File: src/hdl/dmm_pkg.sv
// Shared types and constants for the depth min/max normalizer.
package dmm_pkg;

    localparam int GRAY_BITS  = 8;
    localparam int QUOT_STEPS = GRAY_BITS;

    localparam logic [GRAY_BITS-1:0] GRAY_WHITE = 8'd255;
    localparam logic [GRAY_BITS-1:0] GRAY_BLACK = 8'd0;

    typedef struct packed {
        logic                 special;
        logic [GRAY_BITS-1:0] value;
    } t_cls;

    typedef enum logic [2:0] {
        S_IDLE = 3'b001,
        S_DIV  = 3'b010,
        S_DONE = 3'b100
    } t_div_state;

endpackage

File: src/hdl/depth_minmax_normalize.sv
// Top level of the depth min/max normalizer: front end, request queue, divider.
// Input channel: i_valid / o_stall with i_mode, i_frame_start, i_depth.
//   A scan pixel (i_mode 0) updates the running min/max depth in its accept
//   cycle and gives no result; i_frame_start restarts min at far, max at 0.
//   A convert pixel (i_mode 1) yields one o_gray on the output channel.
// Output channel: o_valid / i_stall with o_gray.
// Scan pixels are taken one per cycle while the two-entry queue has room.
// A convert pixel passes from the queue through the divider's idle, divide and
// done states into the o_valid register; the divider settles one quotient bit
// per cycle over 8 steps; far-plane, flat and clamped pixels skip the divide.
// The divider takes a new convert pixel only after the last has left S_DONE.
// Convert pixels see min/max as left by all earlier accepted scan pixels.
// Reset clears min to far, max to 0, empties the queue and drops o_valid.
// While i_stall is high the result holds; the queue fills and then o_stall
// rises, holding back further pixels until the receiver drains.
module depth_minmax_normalize
    import dmm_pkg::*;
#(
    parameter int DEPTH_BITS = 24
) (
    input  logic                 i_clk,
    input  logic                 i_rst_n,
    input  logic                 i_valid,
    output logic                 o_stall,
    input  logic                 i_mode,
    input  logic                 i_frame_start,
    input  logic [DEPTH_BITS:0]  i_depth,
    output logic                 o_valid,
    input  logic                 i_stall,
    output logic [GRAY_BITS-1:0] o_gray
);

    localparam int DW = DEPTH_BITS + 1;
    localparam int QW = $bits(t_cls) + 2 * DW;

    logic                push;
    t_cls                f_cls;
    logic [DEPTH_BITS:0] f_num;
    logic [DEPTH_BITS:0] f_den;
    logic                q_full;
    logic                q_empty;
    logic                pop;
    logic [QW-1:0]       q_data;
    t_cls                b_cls;
    logic [DEPTH_BITS:0] b_num;
    logic [DEPTH_BITS:0] b_den;

    dmm_front #(.DEPTH_BITS(DEPTH_BITS)) u_front (
        .i_clk         (i_clk),
        .i_rst_n       (i_rst_n),
        .i_valid       (i_valid),
        .i_mode        (i_mode),
        .i_frame_start (i_frame_start),
        .i_depth       (i_depth),
        .i_full        (q_full),
        .o_stall       (o_stall),
        .o_push        (push),
        .o_cls         (f_cls),
        .o_num         (f_num),
        .o_den         (f_den)
    );

    dmm_fifo #(.WIDTH(QW)) u_fifo (
        .i_clk   (i_clk),
        .i_rst_n (i_rst_n),
        .i_push  (push),
        .i_data  ({f_cls, f_num, f_den}),
        .i_pop   (pop),
        .o_data  (q_data),
        .o_empty (q_empty),
        .o_full  (q_full)
    );

    assign {b_cls, b_num, b_den} = q_data;

    dmm_div #(.DEPTH_BITS(DEPTH_BITS)) u_div (
        .i_clk   (i_clk),
        .i_rst_n (i_rst_n),
        .i_empty (q_empty),
        .i_cls   (b_cls),
        .i_num   (b_num),
        .i_den   (b_den),
        .o_pop   (pop),
        .i_stall (i_stall),
        .o_valid (o_valid),
        .o_gray  (o_gray)
    );

endmodule

File: src/hdl/dmm_front.sv
// Front end: accepts pixels, tracks min/max depth and classifies convert pixels.
module dmm_front
    import dmm_pkg::*;
#(
    parameter int DEPTH_BITS = 24
) (
    input  logic                i_clk,
    input  logic                i_rst_n,
    input  logic                i_valid,
    input  logic                i_mode,
    input  logic                i_frame_start,
    input  logic [DEPTH_BITS:0] i_depth,
    input  logic                i_full,
    output logic                o_stall,
    output logic                o_push,
    output t_cls                o_cls,
    output logic [DEPTH_BITS:0] o_num,
    output logic [DEPTH_BITS:0] o_den
);

    localparam logic [DEPTH_BITS:0] FAR_DEPTH = {1'b1, {DEPTH_BITS{1'b0}}};

    logic [DEPTH_BITS:0] r_min, n_min;
    logic [DEPTH_BITS:0] r_max, n_max;
    logic [DEPTH_BITS:0] base_min, base_max;
    logic                accept;

    assign accept  = i_valid && !i_full;
    assign o_stall = i_full;
    assign o_push  = accept && i_mode;

    always_comb begin
        base_min = i_frame_start ? FAR_DEPTH : r_min;
        base_max = i_frame_start ? '0 : r_max;
        n_min    = r_min;
        n_max    = r_max;
        if (accept && !i_mode) begin
            n_min = (i_depth < base_min) ? i_depth : base_min;
            n_max = (i_depth > base_max) ? i_depth : base_max;
        end
    end

    always_ff @(posedge i_clk) begin
        if (!i_rst_n) begin
            r_min <= FAR_DEPTH;
            r_max <= '0;
        end else begin
            r_min <= n_min;
            r_max <= n_max;
        end
    end

    always_comb begin
        o_cls.special = 1'b1;
        o_cls.value   = GRAY_BLACK;
        if (i_depth == FAR_DEPTH) begin
            o_cls.value = GRAY_BLACK;
        end else if (r_max <= r_min) begin
            o_cls.value = GRAY_WHITE;
        end else if (i_depth >= r_max) begin
            o_cls.value = GRAY_BLACK;
        end else if (i_depth <= r_min) begin
            o_cls.value = GRAY_WHITE;
        end else begin
            o_cls.special = 1'b0;
        end
        o_num = r_max - i_depth;
        o_den = r_max - r_min;
    end

endmodule

File: src/hdl/dmm_fifo.sv
// Two-entry request queue between the front end and the divider.
module dmm_fifo #(
    parameter int WIDTH = 59
) (
    input  logic             i_clk,
    input  logic             i_rst_n,
    input  logic             i_push,
    input  logic [WIDTH-1:0] i_data,
    input  logic             i_pop,
    output logic [WIDTH-1:0] o_data,
    output logic             o_empty,
    output logic             o_full
);

    logic [WIDTH-1:0] r_mem [2];
    logic             r_wr_ptr;
    logic             r_rd_ptr;
    logic [1:0]       r_count;
    logic             do_push;
    logic             do_pop;

    assign o_empty = (r_count == 2'd0);
    assign o_full  = (r_count == 2'd2);
    assign do_push = i_push && !o_full;
    assign do_pop  = i_pop && !o_empty;
    assign o_data  = r_mem[r_rd_ptr];

    always_ff @(posedge i_clk) begin
        if (do_push) begin
            r_mem[r_wr_ptr] <= i_data;
        end
    end

    always_ff @(posedge i_clk) begin
        if (!i_rst_n) begin
            r_wr_ptr <= 1'b0;
            r_rd_ptr <= 1'b0;
            r_count  <= 2'd0;
        end else begin
            if (do_push) begin
                r_wr_ptr <= !r_wr_ptr;
            end
            if (do_pop) begin
                r_rd_ptr <= !r_rd_ptr;
            end
            case ({do_push, do_pop})
                2'b10:   r_count <= r_count + 2'd1;
                2'b01:   r_count <= r_count - 2'd1;
                default: r_count <= r_count;
            endcase
        end
    end

endmodule

File: src/hdl/dmm_div.sv
// Back end: iterative 8-bit quotient divider and output register.
module dmm_div
    import dmm_pkg::*;
#(
    parameter int DEPTH_BITS = 24
) (
    input  logic                 i_clk,
    input  logic                 i_rst_n,
    input  logic                 i_empty,
    input  t_cls                 i_cls,
    input  logic [DEPTH_BITS:0]  i_num,
    input  logic [DEPTH_BITS:0]  i_den,
    output logic                 o_pop,
    input  logic                 i_stall,
    output logic                 o_valid,
    output logic [GRAY_BITS-1:0] o_gray
);

    localparam int DW = DEPTH_BITS + 1;
    localparam int RW = DW + GRAY_BITS;
    localparam int SW = DW + QUOT_STEPS - 1;
    localparam logic [2:0] CNT_LAST = 3'(QUOT_STEPS - 1);

    t_div_state           r_state;
    logic [RW-1:0]        r_rem;
    logic [SW-1:0]        r_dsh;
    logic [GRAY_BITS-1:0] r_q;
    logic [2:0]           r_cnt;
    logic                 r_out_valid;
    logic [GRAY_BITS-1:0] r_gray;
    logic                 out_free;
    logic                 fits;

    assign out_free = !r_out_valid || !i_stall;
    assign o_pop    = (r_state == S_IDLE) && !i_empty;
    assign fits     = ({1'b0, r_dsh} <= r_rem);
    assign o_valid  = r_out_valid;
    assign o_gray   = r_gray;

    always_ff @(posedge i_clk) begin
        unique case (r_state)
            S_IDLE: begin
                r_rem <= {i_num, {GRAY_BITS{1'b0}}} - RW'(i_num);
                r_dsh <= {i_den, {(QUOT_STEPS-1){1'b0}}};
                r_q   <= i_cls.value;
                r_cnt <= CNT_LAST;
            end
            S_DIV: begin
                if (fits) begin
                    r_rem <= r_rem - RW'(r_dsh);
                end
                r_dsh <= r_dsh >> 1;
                r_q   <= {r_q[GRAY_BITS-2:0], fits};
                r_cnt <= r_cnt - 3'd1;
            end
            S_DONE: begin
                r_q <= r_q;
            end
            default: begin
                r_q <= r_q;
            end
        endcase
    end

    always_ff @(posedge i_clk) begin
        if (!i_rst_n) begin
            r_state <= S_IDLE;
        end else begin
            unique case (r_state)
                S_IDLE: begin
                    if (!i_empty) begin
                        r_state <= i_cls.special ? S_DONE : S_DIV;
                    end
                end
                S_DIV: begin
                    if (r_cnt == '0) begin
                        r_state <= S_DONE;
                    end
                end
                S_DONE: begin
                    if (out_free) begin
                        r_state <= S_IDLE;
                    end
                end
                default: r_state <= S_IDLE;
            endcase
        end
    end

    always_ff @(posedge i_clk) begin
        if (!i_rst_n) begin
            r_out_valid <= 1'b0;
        end else if (out_free) begin
            r_out_valid <= (r_state == S_DONE);
        end
    end

    always_ff @(posedge i_clk) begin
        if (out_free && (r_state == S_DONE)) begin
            r_gray <= r_q;
        end
    end

endmodule

File: config.mk
export PLATFORM = sky130hd
export DESIGN_NAME = depth_minmax_normalize
export DESIGN_NICKNAME = d
export VERILOG_FILES = /design/src/hdl/dmm_pkg.sv /design/src/hdl/depth_minmax_normalize.sv /design/src/hdl/dmm_front.sv /design/src/hdl/dmm_fifo.sv /design/src/hdl/dmm_div.sv
export SDC_FILE = /design/constraint.sdc
export NUM_CORES = 1
export LEC_CHECK = 0
export BUFFER_PORTS_ARGS = -buffer_cell sky130_fd_sc_hd__buf_2
export CAP_MARGIN = 20
export CORE_UTILIZATION = 35
export CTS_BUF_LIST = sky130_fd_sc_hd__clkbuf_4 sky130_fd_sc_hd__clkbuf_8 sky130_fd_sc_hd__clkbuf_16
export CTS_CLUSTER_DIAMETER = 120
export DETAILED_ROUTE_END_ITERATION = 6
export PLACE_DENSITY_LB_ADDON = 0.25
export SYNTH_ARGS = -nofsm -noshare
export SYNTH_HDL_FRONTEND = slang
export SYNTH_SLANG_ARGS = --single-unit
File: constraint.sdc
create_clock -name i_clk -period 10 [get_ports i_clk]
set_input_delay 2 -clock i_clk [delete_from_list [all_inputs] [get_ports i_clk]]
set_output_delay 2 -clock i_clk [all_outputs]
set_load 0.1 [all_outputs]
# Yosys cells after proc, flatten, opt, wreduce, memory -nomap -nowiden
# Memory sizes are Yosys's and may differ from the RTL's. A register that Yosys moved wholly into a read port is not among the register bits.
# Index checks and enable logic that the tools add are counted.
[classes]
n_div = 0
shift = 0
n_bitwise = 0
reduce_logical = 21
muxes = 27
n_eq_ne = 11
n_mul = 0
n_lt_le_gt_ge = 6
add_sub_neg = 7
[ops]
columns = ["cell", "n"]
rows = [
  ["$mux 25", 4],
  ["$pmux 33 s2", 1],
  ["$pmux 32 s2", 1],
  ["$le 25x25->1", 2],
  ["$sub 25x25->25", 2],
  ["$le 32x33->1", 1],
  ["$mux 33", 1],
  ["$sub 33x25->33", 1],
  ["$sub 33x32->33", 1],
  ["$mux 8", 4],
  ["$eq 25x25->1 const B", 1],
  ["$ge 25x25->1", 1],
  ["$gt 25x25->1", 1],
  ["$lt 25x25->1", 1],
  ["$pmux 8 s2", 1],
  ["$mux 3", 4],
  ["$pmux 3 s3", 1],
  ["$mux 1", 8],
  ["$logic_and 1x1->1", 7],
  ["$logic_not 1->1", 7],
  ["$ne 2x1->1 const B", 3],
  ["$pmux 3 s2", 1],
  ["$eq 2x2->1 const B", 2],
  ["$pmux 2 s2", 1],
  ["other kinds (14)", 15],
]
[word_totals]
latch_bits = 0
register_bits = 142
mem_bits_rw = 118
rom_bits = 0
memories = 1
out_inout_bits = 10
elab_cells = 85
[memory_table]
columns = ["memory", "depth", "width", "read_ports", "rd_ports_with_merged_regs", "write_ports", "line", "source"]
rows = [
  ["u_fifo.r_mem", 2, 59, 1, 1, 1, "dmm_fifo.sv:15", "logic [WIDTH-1:0] r_mem [2];"],
]

# Longest topological paths before layout
[logic_depth]
ltp_word = 7
ltp_mapped = 18
ltp_nobuf = 13

# Modules after synthesis
# A second synthesis with hierarchy kept.
[unflattened]
hier_cells = 1848
area_unflattened_um2 = 17914.7
[by_module_without_submodules]
columns = ["mod", "area_each_um2", "cells_per_inst", "n_inst"]
rows = [
  ["dmm_div", 6996.7, 807, 1],
  ["dmm_front", 6432.4, 831, 1],
  ["dmm_fifo", 4485.6, 210, 1],
]

# Least setup slack after synthesis
# OpenSTA, ideal clock, no wires.
[synth_path]
path_type = "input port to flip-flop"
startpoint = "input port i_valid"
endpoint = "memory u_fifo.r_mem[0][0] (enable)"
path_stages = 2
setup_time_ps = 463
t_arrival_ps = 4331
path_slack_ps = 5205
required_ps = 9537
cell_sequence = "nand3_1 > nor2_1"
[synth_via]
elab_chain_cells = 5
[synth_rtl]
columns = ["item", "line", "source"]
rows = [
  ["from (decl)", "depth_minmax_normalize.sv:23", "input logic i_valid,"],
  ["$logic_and 1x1->1", "dmm_front.sv:28", "assign accept = i_valid && !i_full;"],
  ["$logic_and 1x1->1", "dmm_front.sv:30", "assign o_push = accept && i_mode;"],
  ["$logic_and 1x1->1", "dmm_fifo.sv:24", "assign do_push = i_push && !o_full;"],
  ["$mux 1", "dmm_fifo.sv:29", "if (do_push) begin"],
  ["$mux 1 (not written as such)", "dmm_fifo.sv:30", "r_mem[r_wr_ptr] <= i_data;"],
  ["to (decl)", "dmm_fifo.sv:15", ""],
]
# No other way between the ends.

# Worst setup path after layout
[layout_path]
startpoint = "input port i_frame_start"
endpoint = "register u_front.r_min[1]"
[layout_via]
elab_chain_cells = 3
[layout_rtl]
columns = ["item", "line", "source"]
rows = [
  ["from (decl)", "depth_minmax_normalize.sv:26", "input logic i_frame_start,"],
  ["$mux 25 *", "dmm_front.sv:33", "base_min = i_frame_start ? FAR_DEPTH : r_min;"],
  ["$lt 25x25->1", "dmm_front.sv:38", "n_min = (i_depth < base_min) ? i_depth : base_min;"],
  ["$mux 25 *", "dmm_front.sv:38", ""],
  ["to (signal assigned)", "dmm_front.sv:48", "r_min <= n_min;"],
  ["to (decl)", "dmm_front.sv:23", "logic [DEPTH_BITS:0] r_min, n_min;"],
]
# Mark *: on every way between the ends. The rest lies on a longest branch, timed or not.
# A chain may end at the register's enable or synchronous reset.

==> qor_table.md <==
| Group | Parameter | Value |
|---|---|---|
| final layout | Most frequent cells in the layout | sky130_fd_sc_hd__edfxtp_1 (188), sky130_fd_sc_hd__ha_1 (177), sky130_fd_sc_hd__a21oi_1 (125) |
| hold path | Class of the most critical hold timing path | reg2reg |
| worst setup path | Cell family with the largest share of critical-path delay | compound AO/OA/AOI/OAI gates |
| outcome | Result of the run | finished with violations |
| global routing | Maximum number of pins on one net before global-route repair | 100 |
| worst setup path | Capturing element type of the critical path | flip-flop |
| clock network | Setup Fix Bufs, Post-CTS | 0 |
| yosys | Mapped Avg Cell Area | 9.75 um^2 |
| yosys | Post-synthesis sequential element count | 247 |
| clock network | Clock tree from TritonCTS | done |
| yosys | Count of mapped cells out of synthesis | 1715 |
| timing | Final setup violation count | 0 |
| yosys | Number of nets produced by synthesis | 1926 |
| detailed routing | Number of DRC violations after detailed routing | 1 |
| clock network | CTS Sinks | 247 |
| job | Total of max-cap violations | 0 |
| timing | Hold slack final | 419 ps |
| global routing | GRT Total Usage | 16.9% |
| floorplanning | Num rows | 79 |
| placement | I/O Buffers | 40 |
| yosys | Syn Std Cell Area | 0.0167 mm^2 |
| floorplanning | DIE WIDTH | 221 um |
| worst setup path | Number of buffer and inverter instances along the worst setup path | 1 |
| pwr | VDD IR-drop max | 0.124 mV |
| timing | RSZ-0062 raised after global routing | false |
| final layout | Final net count | 1945 |
| yosys | Primary FF master, synth | sky130_fd_sc_hd__edfxtp_1 |
| floorplanning | Vert. Die Dim | 221 um |
| worst setup path | Startpoint-to-endpoint class of the critical path | in2reg |
| clock network | Number of hold buffers added after cts | 0 |
| floorplanning | Core outline area | 0.0469 mm^2 |
| placement | Detail Placement HPWL | 30300 um |
| worst setup path | CP required | 10460 ps |
| global routing | Via count of the first global-routing pass | 12.2k |
| global routing | Remaining Overflow, GRT | 0 |
| final layout | Area growth from synthesis to layout | 11.0% |
| final layout | Fillers | 4657 |
| worst setup path | Critical path peak fanout | 52 |
| detailed routing | Routed Wire Length | 40500 um |
| timing | Fin. Hold Viols | 0 |
| timing | Achievable Freq | 207 MHz |
| yosys | Synth unique cells | 68 |
| clock network | Total of cells resized after clock tree synthesis | 0 |
| timing | Min Clock Period, post-route | 4840 ps |
| timing | Crit share post-route | 48.4% |
| timing | Worst slew margin | 34.2% |
| yosys | Proportion of synthesized chip area in sequential cells | 40.8% |
| floorplanning | Area of the die | 0.0486 mm^2 |
| floorplanning | Count of boundary I/O pins | 41 |
| clock network | Clock buffer count from CTS | 28 |
| clock network | H-tree lvl count | 1 |
| timing | Final slew viol count | 0 |
| worst setup path | Largest stage delay on the critical path | 770 ps |
| worst setup path | Crit path launch type | primary input |
| placement | GPL Wtd Cong | 0.899 |
| detailed routing | Vias after detailed routing | 12.4k |
| yosys | Number of synthesized flops with an enable pin | 188 |
| global routing | First-pass GRT wire length | 65300 um |
| worst setup path | Worst-path cell chain | buf_2, nand2b_1, ha_1, a21o_1, a2111oi_0, o21ai_1, a21o_1, a21oi_1, o31a_1, o21a_1, a2bb2oi_1, nor2b_1 |
| detailed routing | Number of nets still failing antenna checks after routing | 0 |
| timing | Final sum of negative setup slack | 0 ps |
| detailed routing | Detailed-routing iteration count for the pre-antenna-repair pass | 7 |
| final layout | Proportion of layout cells with a drive suffix above 1 | 7.18% |
| final layout | Number of inserted diodes | 0 |
| clock network | Buffer depth of the longest clock path | 3 |
| clock network | Clk_lat worst skew | 570 ps |
| yosys | Count of warnings emitted by yosys | 0 |
| global routing | Initial antenna violation count | 0 |
| worst setup path | CP arrival | 5300 ps |
| clock network | Master cell of the clock root buffer | sky130_fd_sc_hd__clkbuf_16 |
| detailed routing | Wirelength per Cell | 17.1 um |
| timing | Worst slew pin tran | 987 ps |
| final layout | Most common cell after layout, fill and taps aside | sky130_fd_sc_hd__edfxtp_1 |
| pwr | Pleak | 7.43 nW |
| yosys | Share of flip-flops with an asynchronous set or reset after synthesis | 0% |
| timing | Worst setup skew after layout | 12.5 ps |
| outcome | Failing checks | design-rule violations |
| clock network | Clock Pin Slew Worst Setup and Hold Paths | 60 ps |
| worst setup path | Most prevalent standard cell on the critical path | sky130_fd_sc_hd__a21o_1 |
| detailed routing | Per-cell via count in the routed design | 5.26 |
| floorplanning | Starting density of the core | 35.7% |
| detailed routing | Count of routing violations after the opening detailed-route iteration | 944 |
| pwr | Power density over the cells | 285 mW/mm^2 |
| worst setup path | Slowest library cell on the worst path | sky130_fd_sc_hd__o21a_1 |
[layout make-up]
type / instances / area (um^2) / area share [%]
flip-flops and latches: 247 / 6830 / 36.8
clock inverters: 21 / 275 / 1.48
well taps: 607 / 759 / 4.09
multi-input cells: 1284 / 9200 / 49.6
inverters: 124 / 465 / 2.51
repair buffers: 49 / 288 / 1.55
clock buffers: 31 / 736 / 3.97
[metal layers]
metal | vias up | GRT usage, % | part of all wire, % | routed length, um
met5 | - | 0 | 0 | 0
met4 | 0 | 3.77 | 2.3 | 913
met3 | 55 | 2.02 | 3.4 | 1390
met2 | 224 | 26.6 | 44 | 17800
met1 | 5818 | 24.5 | 50 | 20400
li1 | 6321 | - | - | -
[synthesized netlist by cell type (10+ instances only)]
| library cell | count | area share (%) |
|---|---|---|
| sky130_fd_sc_hd__edfxtp_1 | 188 | 34 |
| sky130_fd_sc_hd__ha_1 | 177 | 13 |
| sky130_fd_sc_hd__a21oi_1 | 125 | 3.7 |
| sky130_fd_sc_hd__inv_1 | 124 | 2.8 |
| sky130_fd_sc_hd__nand2_1 | 117 | 2.6 |
| sky130_fd_sc_hd__o21ai_0 | 100 | 3.0 |
| sky130_fd_sc_hd__nor2_1 | 96 | 2.2 |
| sky130_fd_sc_hd__a21o_1 | 84 | 3.8 |
| sky130_fd_sc_hd__nand2b_1 | 64 | 2.4 |
| sky130_fd_sc_hd__xnor2_1 | 63 | 3.3 |
| sky130_fd_sc_hd__dfxtp_1 | 59 | 7.1 |
| sky130_fd_sc_hd__mux2i_1 | 51 | 3.1 |
| sky130_fd_sc_hd__nand3_1 | 51 | 1.5 |
| sky130_fd_sc_hd__clkbuf_1 | 45 | 1.0 |
| sky130_fd_sc_hd__nor2b_1 | 41 | 1.5 |
| sky130_fd_sc_hd__xor2_1 | 35 | 1.8 |
| sky130_fd_sc_hd__nand4_1 | 29 | 1.1 |
| sky130_fd_sc_hd__a2bb2oi_1 | 24 | 1.3 |
| sky130_fd_sc_hd__o21bai_1 | 20 | 0.90 |
| sky130_fd_sc_hd__nor3_1 | 18 | 0.54 |
| sky130_fd_sc_hd__a211oi_1 | 15 | 0.67 |
| sky130_fd_sc_hd__o21a_1 | 15 | 0.67 |
| sky130_fd_sc_hd__a31oi_1 | 14 | 0.52 |
| sky130_fd_sc_hd__o21ai_1 | 13 | 0.39 |
| sky130_fd_sc_hd__and2_1 | 10 | 0.37 |
| sky130_fd_sc_hd__and3_1 | 10 | 0.37 |
[metrics by stage]
stage | area [um^2] | util (%) | instances | total power, mW | setup WS [ps]
floorplan | 16700 | - | 1715 | 3.56 | 5210
global placement | 17500 | 37.4 | 2310 | 4.13 | 4540
detailed placement | 17500 | 37.4 | 2310 | 4.16 | 4510
CTS | 18500 | 39.5 | 2362 | 5.32 | 5110
global route | 18600 | 39.6 | 2363 | 5.69 | 4700
finish | 18600 | 39.6 | 2363 | 5.29 | 5160
[registers in the layout (all words and copies together), names as in the netlist, named ones only]
signal,cells
u_div.o_valid,1
u_div.r_state,3
u_fifo.r_rd_ptr,1
u_front.r_min,25
u_div.r_rem,33
u_div.o_gray,8
u_fifo.r_mem,104
u_fifo.r_wr_ptr,1
u_div.r_q,8
u_front.r_max,25
u_div.r_dsh,32
u_fifo.r_count,2
u_div.r_cnt,3
[path summary, 6_finish.rpt]
| kind | from | endpoint | cells past startpoint | slack (ps) |
|---|---|---|---|---|
| setup / recovery | i_frame_start | u_front.r_min[1] | 12 | 5160 |
| hold / removal | u_div.r_q[7] | u_div.o_gray[7] | 0 | 420 |
| setup reg to reg | flip-flop | u_div.r_rem[26] | 14 | 5170 |
| hold reg to reg | u_div.r_q[7] | u_div.o_gray[7] | 0 | 420 |
[power by group]
group          switching, mW  internal [mW]  total, mW
sequential             0.119           1.49       1.61
clock                  0.441          0.685       1.13
combinational           1.53           1.02       2.55
[cells by family after synthesis]
logic type	synth area share, %
AO/OA/AOI/OAI	18.4
XOR/XNOR	5.14
adder cells (fa/ha/maj)	13.6
buffers and inverters	4.25
flip-flops	40.8
multiplexers	3.53
AND/OR/NAND/NOR	14.2
No activity file was read; power rests on OpenSTA's default activity.
